## config.mk

```make
export PLATFORM = sky130hd
export DESIGN_NAME = combined_lcg_shuffle_rng_top_flat
export DESIGN_NICKNAME = d
export VERILOG_FILES = /design/src/sv/clcg_pkg.sv /design/src/sv/clcg_if.sv /design/src/sv/combined_lcg_shuffle_rng_top.sv /design/src/sv/clcg_ram.sv /design/src/sv/clcg_mulmod.sv /design/src/flat_wrapper.sv
export SDC_FILE = /design/constraint.sdc
export NUM_CORES = 2
export LEC_CHECK = 0
export BUFFER_PORTS_ARGS = -buffer_cell sky130_fd_sc_hd__buf_2
export CAP_MARGIN = 5
export CORE_ASPECT_RATIO = 1.2
export CORE_UTILIZATION = 65
export DETAILED_ROUTE_END_ITERATION = 16
export PLACE_DENSITY_LB_ADDON = 0.25
export SLEW_MARGIN = 20
export SYNTH_ARGS = -nofsm -noshare
export SYNTH_HDL_FRONTEND = slang
export SYNTH_HIERARCHICAL = 1
export SYNTH_SLANG_ARGS = --single-unit
export TNS_END_PERCENT = 1
```

## constraint.sdc

```tcl
create_clock -name clk_i -period 9.9 [get_ports clk_i]
set_input_delay 1.485 -clock clk_i [delete_from_list [all_inputs] [get_ports clk_i]]
set_output_delay 1.485 -clock clk_i [all_outputs]
set_load 0.05 [all_outputs]
```

## src/sv/clcg_pkg.sv

```systemverilog
// Shared types and constants of the combined LCG shuffle generator.
package clcg_pkg;

  // Shuffle table geometry.
  localparam int TABLE_DEPTH = 32;
  localparam int WARMUP      = 8;
  localparam int SEED_STEPS  = TABLE_DEPTH + WARMUP;
  localparam int SLOT_W      = $clog2(TABLE_DEPTH);
  localparam int QUO_W       = $clog2(TABLE_DEPTH + 1);
  localparam int CNT_W       = $clog2(SEED_STEPS);

  // Datapath widths.
  localparam int WORD_W = 31;
  localparam int FOLD_W = WORD_W + 1;
  localparam int A_W    = 16;
  localparam int C_W    = 8;
  localparam int PROD_W = WORD_W + A_W;

  // Moduli, multipliers and the folding constants 2^31 - m.
  localparam logic [FOLD_W-1:0] TWO_W = 32'h8000_0000;
  localparam logic [FOLD_W-1:0] M1    = 32'd2147483563;
  localparam logic [FOLD_W-1:0] M2    = 32'd2147483399;
  localparam logic [FOLD_W-1:0] MM1   = M1 - 32'd1;
  localparam logic [C_W-1:0]    C1    = C_W'(TWO_W - M1);
  localparam logic [C_W-1:0]    C2    = C_W'(TWO_W - M2);
  localparam logic [A_W-1:0]    A1    = 16'd40014;
  localparam logic [A_W-1:0]    A2    = 16'd40692;

  localparam logic [WORD_W-1:0] GEN2_RESET = 31'd123456789;

  // Slot index is holder / SLOT_DIV, estimated as (holder * RECIP) >> RECIP_SHIFT.
  localparam logic [FOLD_W-1:0] SLOT_DIV    = FOLD_W'(32'd1 + MM1 / TABLE_DEPTH);
  localparam int                DIV_LOG     = $clog2(SLOT_DIV + 32'd1) - 1;
  localparam int                RECIP_SHIFT = A_W - 1 + DIV_LOG;
  localparam logic [A_W-1:0]    RECIP       =
    A_W'((64'd1 << RECIP_SHIFT) / 64'(SLOT_DIV));

  // Input op codes.
  localparam logic OP_DRAW   = 1'b0;
  localparam logic OP_RESEED = 1'b1;

  typedef enum logic {
    MOD_M1,
    MOD_M2
  } mod_sel_e;

  typedef struct packed {
    mod_sel_e          sel;
    logic [A_W-1:0]    a;
    logic [WORD_W-1:0] x;
  } mul_req_t;

endpackage

```

## src/sv/clcg_if.sv

```systemverilog
// Handshake channels for the input items and the generated draws.
interface clcg_in_if;
  logic                          valid;
  logic                          ready;
  logic                          op;
  logic [clcg_pkg::WORD_W-1:0]   seed_value;

  modport source (output valid, output op, output seed_value, input ready);
  modport sink (input valid, input op, input seed_value, output ready);
endinterface

interface clcg_out_if;
  logic                          valid;
  logic                          ready;
  logic [clcg_pkg::WORD_W-1:0]   draw;

  modport source (output valid, output draw, input ready);
  modport sink (input valid, input draw, output ready);
endinterface

```

## src/sv/combined_lcg_shuffle_rng_top.sv

```systemverilog
// Combined LCG generator with shuffle table: sequencer, state and output register.
// A draw is accepted in idle and its result is registered after the division, generator
// and capture states; no new item is accepted until then (shared multiplier), and while
// the output is busy the result waits in the holder. A reseed, or a draw while the first
// generator is zero, adds 40 generator steps, each an issue, wait and capture state, first.
// Reset zeroes the first generator and the holder, loads the second with its start value
// and idles the control; the table is not cleared, as every draw path rewrites it first.
module combined_lcg_shuffle_rng_top (
  input  logic clk_i,
  input  logic rst_ni,
  clcg_in_if.sink    in_i,
  clcg_out_if.source out_o
);

  typedef enum logic [3:0] {
    S_IDLE,
    S_SEED_ISS,
    S_SEED_WAIT,
    S_SEED_CAP,
    S_DIV1,
    S_DIV2,
    S_GEN1,
    S_GEN2,
    S_CAP1,
    S_FIN,
    S_HOLD
  } state_e;

  state_e                          state_q, state_d;
  logic [clcg_pkg::WORD_W-1:0]     first_q, first_d;
  logic [clcg_pkg::WORD_W-1:0]     second_q, second_d;
  logic [clcg_pkg::WORD_W-1:0]     holder_q, holder_d;
  logic [clcg_pkg::CNT_W-1:0]      cnt_q, cnt_d;
  logic [clcg_pkg::QUO_W-1:0]      est_q, est_d;
  logic [clcg_pkg::SLOT_W-1:0]     slot_q, slot_d;
  logic                            out_valid_q, out_valid_d;
  logic [clcg_pkg::WORD_W-1:0]     out_draw_q, out_draw_d;

  clcg_pkg::mul_req_t              mul_req;
  logic [clcg_pkg::PROD_W-1:0]     mul_prod;
  logic [clcg_pkg::WORD_W-1:0]     mul_res;

  logic                            ram_we;
  logic [clcg_pkg::SLOT_W-1:0]     ram_waddr;
  logic [clcg_pkg::WORD_W-1:0]     ram_wdata;
  logic [clcg_pkg::WORD_W-1:0]     ram_rdata;

  logic [clcg_pkg::FOLD_W-1:0]     rem;
  logic [clcg_pkg::QUO_W-1:0]      quo;
  logic [clcg_pkg::FOLD_W-1:0]     diff;
  logic [clcg_pkg::FOLD_W-1:0]     diff_adj;
  logic [clcg_pkg::WORD_W-1:0]     new_draw;
  logic [clcg_pkg::WORD_W-1:0]     seed_word;
  logic                            out_free;

  clcg_mulmod u_mulmod (
    .clk_i  (clk_i),
    .req_i  (mul_req),
    .prod_o (mul_prod),
    .res_o  (mul_res)
  );

  clcg_ram #(
    .WIDTH (clcg_pkg::WORD_W),
    .DEPTH (clcg_pkg::TABLE_DEPTH)
  ) u_table (
    .clk_i   (clk_i),
    .we_i    (ram_we),
    .waddr_i (ram_waddr),
    .wdata_i (ram_wdata),
    .raddr_i (slot_q),
    .rdata_o (ram_rdata)
  );

  // The reciprocal estimate is low by at most one, so one compare corrects it.
  assign rem = {1'b0, holder_q} - mul_prod[clcg_pkg::FOLD_W-1:0];
  assign quo = (rem >= clcg_pkg::SLOT_DIV) ? est_q + clcg_pkg::QUO_W'(1) : est_q;

  // Table entry minus the second generator, wrapped into 1..MM1.
  assign diff     = {1'b0, ram_rdata} - {1'b0, mul_res};
  assign diff_adj = (diff[clcg_pkg::FOLD_W-1] || diff == '0) ? diff + clcg_pkg::MM1 : diff;
  assign new_draw = diff_adj[clcg_pkg::WORD_W-1:0];

  assign seed_word = (in_i.seed_value == '0) ? clcg_pkg::WORD_W'(1) : in_i.seed_value;
  assign out_free  = !out_valid_q || out_o.ready;

  always_comb begin
    state_d     = state_q;
    first_d     = first_q;
    second_d    = second_q;
    holder_d    = holder_q;
    cnt_d       = cnt_q;
    est_d       = est_q;
    slot_d      = slot_q;
    out_valid_d = out_valid_q && !out_o.ready;
    out_draw_d  = out_draw_q;

    mul_req.sel = clcg_pkg::MOD_M1;
    mul_req.a   = clcg_pkg::A1;
    mul_req.x   = first_q;

    ram_we    = 1'b0;
    ram_waddr = cnt_q[clcg_pkg::SLOT_W-1:0];
    ram_wdata = mul_res;

    unique case (state_q)
      S_IDLE: begin
        if (in_i.valid) begin
          if (in_i.op == clcg_pkg::OP_RESEED) begin
            first_d  = seed_word;
            second_d = seed_word;
            cnt_d    = clcg_pkg::CNT_W'(clcg_pkg::SEED_STEPS - 1);
            state_d  = S_SEED_ISS;
          end else if (first_q == '0) begin
            // An unseeded or collapsed generator restarts from seed one.
            first_d  = clcg_pkg::WORD_W'(1);
            second_d = clcg_pkg::WORD_W'(1);
            cnt_d    = clcg_pkg::CNT_W'(clcg_pkg::SEED_STEPS - 1);
            state_d  = S_SEED_ISS;
          end else begin
            state_d = S_DIV1;
          end
        end
      end
      S_SEED_ISS: begin
        state_d = S_SEED_WAIT;
      end
      S_SEED_WAIT: begin
        state_d = S_SEED_CAP;
      end
      S_SEED_CAP: begin
        first_d = mul_res;
        if (cnt_q < clcg_pkg::CNT_W'(clcg_pkg::TABLE_DEPTH)) begin
          ram_we = 1'b1;
        end
        if (cnt_q == '0) begin
          holder_d = mul_res;
          state_d  = S_DIV1;
        end else begin
          cnt_d   = cnt_q - clcg_pkg::CNT_W'(1);
          state_d = S_SEED_ISS;
        end
      end
      S_DIV1: begin
        mul_req.a = clcg_pkg::RECIP;
        mul_req.x = holder_q;
        state_d   = S_DIV2;
      end
      S_DIV2: begin
        est_d     = mul_prod[clcg_pkg::RECIP_SHIFT +: clcg_pkg::QUO_W];
        mul_req.a = clcg_pkg::A_W'(est_d);
        mul_req.x = clcg_pkg::SLOT_DIV[clcg_pkg::WORD_W-1:0];
        state_d   = S_GEN1;
      end
      S_GEN1: begin
        if (quo >= clcg_pkg::QUO_W'(clcg_pkg::TABLE_DEPTH)) begin
          slot_d = clcg_pkg::SLOT_W'(clcg_pkg::TABLE_DEPTH - 1);
        end else begin
          slot_d = quo[clcg_pkg::SLOT_W-1:0];
        end
        state_d = S_GEN2;
      end
      S_GEN2: begin
        mul_req.sel = clcg_pkg::MOD_M2;
        mul_req.a   = clcg_pkg::A2;
        mul_req.x   = second_q;
        state_d     = S_CAP1;
      end
      S_CAP1: begin
        first_d = mul_res;
        state_d = S_FIN;
      end
      S_FIN: begin
        second_d  = mul_res;
        holder_d  = new_draw;
        ram_we    = 1'b1;
        ram_waddr = slot_q;
        ram_wdata = first_q;
        if (out_free) begin
          out_valid_d = 1'b1;
          out_draw_d  = new_draw;
          state_d     = S_IDLE;
        end else begin
          state_d = S_HOLD;
        end
      end
      S_HOLD: begin
        if (out_free) begin
          out_valid_d = 1'b1;
          out_draw_d  = holder_q;
          state_d     = S_IDLE;
        end
      end
      default: begin
        state_d = S_IDLE;
      end
    endcase
  end

  always_ff @(posedge clk_i or negedge rst_ni) begin
    if (!rst_ni) begin
      state_q     <= S_IDLE;
      first_q     <= '0;
      second_q    <= clcg_pkg::GEN2_RESET;
      holder_q    <= '0;
      cnt_q       <= '0;
      est_q       <= '0;
      slot_q      <= '0;
      out_valid_q <= 1'b0;
      out_draw_q  <= '0;
    end else begin
      state_q     <= state_d;
      first_q     <= first_d;
      second_q    <= second_d;
      holder_q    <= holder_d;
      cnt_q       <= cnt_d;
      est_q       <= est_d;
      slot_q      <= slot_d;
      out_valid_q <= out_valid_d;
      out_draw_q  <= out_draw_d;
    end
  end

  assign in_i.ready  = (state_q == S_IDLE);
  assign out_o.valid = out_valid_q;
  assign out_o.draw  = out_draw_q;

  // A delivered draw always lies in 1..MM1.
  a_draw_range: assert property (@(posedge clk_i) disable iff (!rst_ni)
    out_valid_q |-> (out_draw_q != '0) && ({1'b0, out_draw_q} <= clcg_pkg::MM1))
    else $error("draw outside its range");

  // The slot estimate is never more than one below the true quotient.
  a_slot_est: assert property (@(posedge clk_i) disable iff (!rst_ni)
    (state_q == S_GEN1) |-> (rem < (clcg_pkg::SLOT_DIV + clcg_pkg::SLOT_DIV)))
    else $error("slot estimate off by more than one");

  // The first generator's step result is reduced below its modulus.
  a_gen1_reduced: assert property (@(posedge clk_i) disable iff (!rst_ni)
    (state_q == S_CAP1 || state_q == S_SEED_CAP) |-> ({1'b0, mul_res} < clcg_pkg::M1))
    else $error("first generator step not reduced");

  // The last seeding step leaves the holder equal to the first generator.
  a_seed_holder: assert property (@(posedge clk_i) disable iff (!rst_ni)
    (state_q == S_SEED_CAP && cnt_q == '0) |=> (holder_q == first_q) && (state_q == S_DIV1))
    else $error("holder not loaded at end of seeding");

endmodule

```

## src/sv/clcg_ram.sv

```systemverilog
// Generic single-write, single-read RAM with registered read data.
module clcg_ram #(
  parameter int WIDTH = 31,
  parameter int DEPTH = 32
) (
  input  logic                     clk_i,
  input  logic                     we_i,
  input  logic [$clog2(DEPTH)-1:0] waddr_i,
  input  logic [WIDTH-1:0]         wdata_i,
  input  logic [$clog2(DEPTH)-1:0] raddr_i,
  output logic [WIDTH-1:0]         rdata_o
);

  logic [WIDTH-1:0] mem_q [DEPTH];
  logic [WIDTH-1:0] rdata_q;

  always_ff @(posedge clk_i) begin
    if (we_i) begin
      mem_q[waddr_i] <= wdata_i;
    end
    rdata_q <= mem_q[raddr_i];
  end

  assign rdata_o = rdata_q;

endmodule

```

## src/sv/clcg_mulmod.sv

```systemverilog
// Shared two-stage multiplier with modular folding for both generators.
module clcg_mulmod (
  input  logic                                 clk_i,
  input  clcg_pkg::mul_req_t                   req_i,
  output logic [clcg_pkg::PROD_W-1:0]          prod_o,
  output logic [clcg_pkg::WORD_W-1:0]          res_o
);

  logic [clcg_pkg::PROD_W-1:0]          prod_q;
  clcg_pkg::mod_sel_e                   sel_q;
  clcg_pkg::mod_sel_e                   sel2_q;
  logic [clcg_pkg::FOLD_W-1:0]          fold_q;
  logic [clcg_pkg::FOLD_W-1:0]          fold_d;
  logic [clcg_pkg::A_W+clcg_pkg::C_W-1:0] hi_c;
  logic [clcg_pkg::C_W-1:0]             c_sel;
  logic [clcg_pkg::FOLD_W-1:0]          mod_val;

  // Since 2^31 = c (mod m), hi*2^31 + lo folds to hi*c + lo, which stays below 2m.
  always_comb begin
    c_sel  = (sel_q == clcg_pkg::MOD_M1) ? clcg_pkg::C1 : clcg_pkg::C2;
    hi_c   = prod_q[clcg_pkg::PROD_W-1 -: clcg_pkg::A_W] * c_sel;
    fold_d = clcg_pkg::FOLD_W'(hi_c) + clcg_pkg::FOLD_W'(prod_q[clcg_pkg::WORD_W-1:0]);
  end

  always_ff @(posedge clk_i) begin
    prod_q <= clcg_pkg::PROD_W'(req_i.a) * clcg_pkg::PROD_W'(req_i.x);
    sel_q  <= req_i.sel;
    fold_q <= fold_d;
    sel2_q <= sel_q;
  end

  assign mod_val = (sel2_q == clcg_pkg::MOD_M1) ? clcg_pkg::M1 : clcg_pkg::M2;
  assign res_o   = (fold_q >= mod_val) ? clcg_pkg::WORD_W'(fold_q - mod_val)
                                       : fold_q[clcg_pkg::WORD_W-1:0];
  assign prod_o  = prod_q;

endmodule
```

## src/flat_wrapper.sv

```systemverilog
// flat-port wrapper written by rule: the top's interface ports become plain ports
module combined_lcg_shuffle_rng_top_flat 
  (clk_i, rst_ni, in_i_valid, in_i_op, in_i_seed_value, in_i_ready, out_o_valid, out_o_draw, out_o_ready);
  clcg_in_if in_i_i ();
  clcg_out_if out_o_i ();
  input  logic clk_i;
  input  logic rst_ni;
  input wire logic [$bits(in_i_i.valid)-1:0] in_i_valid;
  input wire logic [$bits(in_i_i.op)-1:0] in_i_op;
  input wire logic [$bits(in_i_i.seed_value)-1:0] in_i_seed_value;
  output wire logic [$bits(in_i_i.ready)-1:0] in_i_ready;
  output wire logic [$bits(out_o_i.valid)-1:0] out_o_valid;
  output wire logic [$bits(out_o_i.draw)-1:0] out_o_draw;
  input wire logic [$bits(out_o_i.ready)-1:0] out_o_ready;
  assign in_i_i.valid = in_i_valid;
  assign in_i_i.op = in_i_op;
  assign in_i_i.seed_value = in_i_seed_value;
  assign in_i_ready = in_i_i.ready;
  assign out_o_valid = out_o_i.valid;
  assign out_o_draw = out_o_i.draw;
  assign out_o_i.ready = out_o_ready;
  combined_lcg_shuffle_rng_top u_core (.clk_i(clk_i), .rst_ni(rst_ni), .in_i(in_i_i), .out_o(out_o_i));
endmodule
```

==> flow_summary.json <==
{
  "synth_warnings": 6,
  "grt_usage_pct": 37.09,
  "postCtsHoldBufs": 0,
  "coreArea_mm2": 0.1147,
  "syn_area_per_cell_um2": 11.47,
  "port_buffers": 68,
  "rsz0062_at_grt": "no",
  "fin_crit_sh_pct": 84.94,
  "gp_congestion": 1.036,
  "timing.slew.headroom_pct": 19.05,
  "ys_seq_area_share_pct": 47.48,
  "finalClockSkew_ns": 0.09245,
  "initial_core_util_pct": 65.56,
  "wl_mm": 216.7,
  "synth_cells": 6555,
  "setup-violations-final": 0,
  "hold_path_class": "flip-flop to flip-flop",
  "drv_slew": 0,
  "clock_latency_ns": 0.79,
  "post-route-util_pct": 71.03,
  "fillers": 8134,
  "htreeDepth": 3,
  "tightest_slew_ns": 1.201,
  "yosys.area.top_type": "edfxtp_1",
  "grt_max_degree": 125,
  "grt_first_pass_wirelength_mm": 321.0,
  "wl_per_cell_um": 26.54,
  "ant_nets": 0,
  "dp_hpwl_mm": 150.3,
  "dieArea_mm2": 0.1170,
  "ys_ff_latch": 1250,
  "yosysMostFrequentCell": "edfxtp_1",
  "grt_overflow": 0,
  "drtPass1Iterations": 8,
  "post_cts.repair.setup_buffers": 0,
  "synth_commonest_cells": "992 x edfxtp_1, 655 x inv_1, 634 x nand2_1, 513 x mux2i_1, 496 x fa_1",
  "ctsResizeCount": 0,
  "finalSetupTns_ns": 0,
  "clk_pin_slew_ns": 0.06,
  "synth_top_flop_cell": "edfxtp_1",
  "cts_made_buffers": 117,
  "antenna_found_initial": 5,
  "area_delta_synth_final_pct": 8.350,
  "row_count": 136,
  "grt_pass1_vias": 52452,
  "drive_above_1_share_pct": 8.080,
  "status": "completed",
  "clockBufferDepth": 3,
  "synth_edf_count": 992,
  "yosysUniqueCellTypes": 109,
  "vias": 52274,
  "crit_type": "flip-flop to flip-flop",
  "required_ns": 10.54,
  "cap_violations": 0,
  "syn_area_mm2": 0.07519,
  "root_buffer": "clkbuf_16",
  "boundaryPins": 69,
  "synthArstFlopShare_pct": 11.68,
  "netlist.area_leader.share_pct": 39.62,
  "nets": 7328,
  "die_w_um": 312.5,
  "synthTopCellsByArea": "edfxtp_1 40%, fa_1 13%, mux2i_1 6.8%",
  "die_h_um": 374.6,
  "drc": 0,
  "drt-initial-drc-count": 4978,
  "max_freq_mhz": 118.9,
  "critPathMaxFanout": 26,
  "start_kind": "flip-flop",
  "cts_sinks": 1250,
  "hold_violations": 0,
  "cts_tree": "built",
  "finalCriticalPeriod_ns": 8.409,
  "end_kind": "flip-flop",
  "worstPathArrival_ns": 9.04,
  "via_per_inst": 6.401
}
==> final cells by class <==
class                   count  area (um^2)  share of cell area (%)
multi-input cells        4314        36050                   44.25
flip-flops and latches   1250        35710                   43.83
clock buffers             159         3176                   3.898
inverters                 655         2459                   3.018
well taps                1518         1899                   2.331
repair buffers            204         1430                   1.755
clock inverters            64        740.7                  0.9092
diodes                      3        7.507                0.009215
==> logic make-up (layout without fill, tap and decap cells) <==
logic type / Yosys count / count (layout) / synth area share, %
other: 2 / 12 / 0.009988
DFF: 1250 / 1250 / 47.48
and+or+nand+nor: 1692 / 1692 / 10.85
AOI/OAI and AO/OA: 1189 / 1189 / 10.09
xor gates and xnor gates: 151 / 151 / 1.759
buffers and inverters: 998 / 1082 / 5.391
muxes: 523 / 523 / 6.979
adders and majority gates: 750 / 750 / 17.43
==> metrics by stage <==
stage               hold slack (ns)  std cells  cell area (um^2)  worst slack, ns
floorplan                    0.3889       6562             75220            2.601
global placement             0.4591       7939             77370            1.799
detailed placement           0.4653       7941             77430            1.692
CTS                          0.4791       8164             81340            1.642
global route                 0.5048       8164             81460            1.063
finish                       0.4731       8167             81470            1.491
==> sequential cells by signal (all words and copies together), names as in the netlist <==
name	count
u_core/u_mulmod/sel_q	1
u_core/u_table/mem_q	992
u_core/slot_q	5
u_core/est_q	6
u_core/state_q	4
u_core/out_o.valid	1
u_core/second_q	31
u_core/u_table/rdata_o	31
u_core/u_mulmod/fold_q	32
u_core/u_mulmod/sel2_q	1
u_core/out_o.draw	31
u_core/holder_q	31
u_core/u_mulmod/prod_o	47
u_core/first_q	31
u_core/cnt_q	6
==> cell usage in the layout (no fill, tap or decap), types with 28 or more instances in the layout <==
cell type    n
nand3_1    154
o22ai_1     34
edfxtp_1   992
xor2_1      49
a22o_1      66
clkbuf_1    33
buf_2       67
a21o_1      65
and3_1      38
a211oi_1    50
fa_1       496
a21oi_1    435
ha_1       254
o21ai_0    150
nor2_1     256
xnor2_1    102
nor2b_1     49
a31oi_1     47
nor3_1      89
o21a_1      28
and2_1     233
dfrtp_1    129
nand4_1     46
buf_4      131
nor2_4      36
clkbuf_16  117
nand2_1    634
or3_1       38
inv_1      654
mux2i_1    513
dfxtp_1    112
a22oi_1    101
==> worst max-delay path, cell delays in order (launching register included) <==
cell and delay [ns]:
dfrtp_1 0.63, nand2b_1 0.72, or3_1 0.20, o21ai_0 0.07
a21oi_1 0.85, buf_4 0.33, nand2_1 0.11, fa_1 0.58
inv_1 0.06, fa_1 0.39, inv_1 0.10, fa_1 0.39
inv_1 0.08, fa_1 0.44, fa_1 0.54, inv_1 0.06
fa_1 0.55, inv_1 0.05, ha_1 0.37, a21oi_1 0.20
nand2_1 0.16, a211oi_1 0.31, a211o_1 0.23, o31a_1 0.25
o21ai_1 0.15, a2111oi_0 0.37, nand3b_1 0.15
==> metal layers <==
metal  global-route usage [%]  part of all wire, %  vias to the layer above
met4                    22.73                  7.1                        4
met3                    5.696                  8.0                      715
met5                        0                0.012                        -
met2                    61.87                   49                     2617
met1                    45.60                   36                    26032
li1                         -                    -                    22906
==> worst paths after layout <==
kind	start	depth (start not counted)	slack, ns	to
worst max-delay path	u_core/state_q[3]	26	1.49	u_core/u_mulmod/prod_o[43]
min in group asynchronous	rst_ni	1	0.77	u_core/out_o.draw[7]
max in group asynchronous	rst_ni	2	7.58	u_core/slot_q[0]
worst min-delay path	u_core/out_o.draw[7]	2	0.47	u_core/out_o.draw[7]
worst max register to register	u_core/state_q[3]	26	1.49	u_core/u_mulmod/prod_o[43]
worst min register to register	u_core/out_o.draw[7]	2	0.47	u_core/out_o.draw[7]
Power is not shown: default switching activity piles up to over one toggle a cycle in this logic, so the estimate is an artifact.
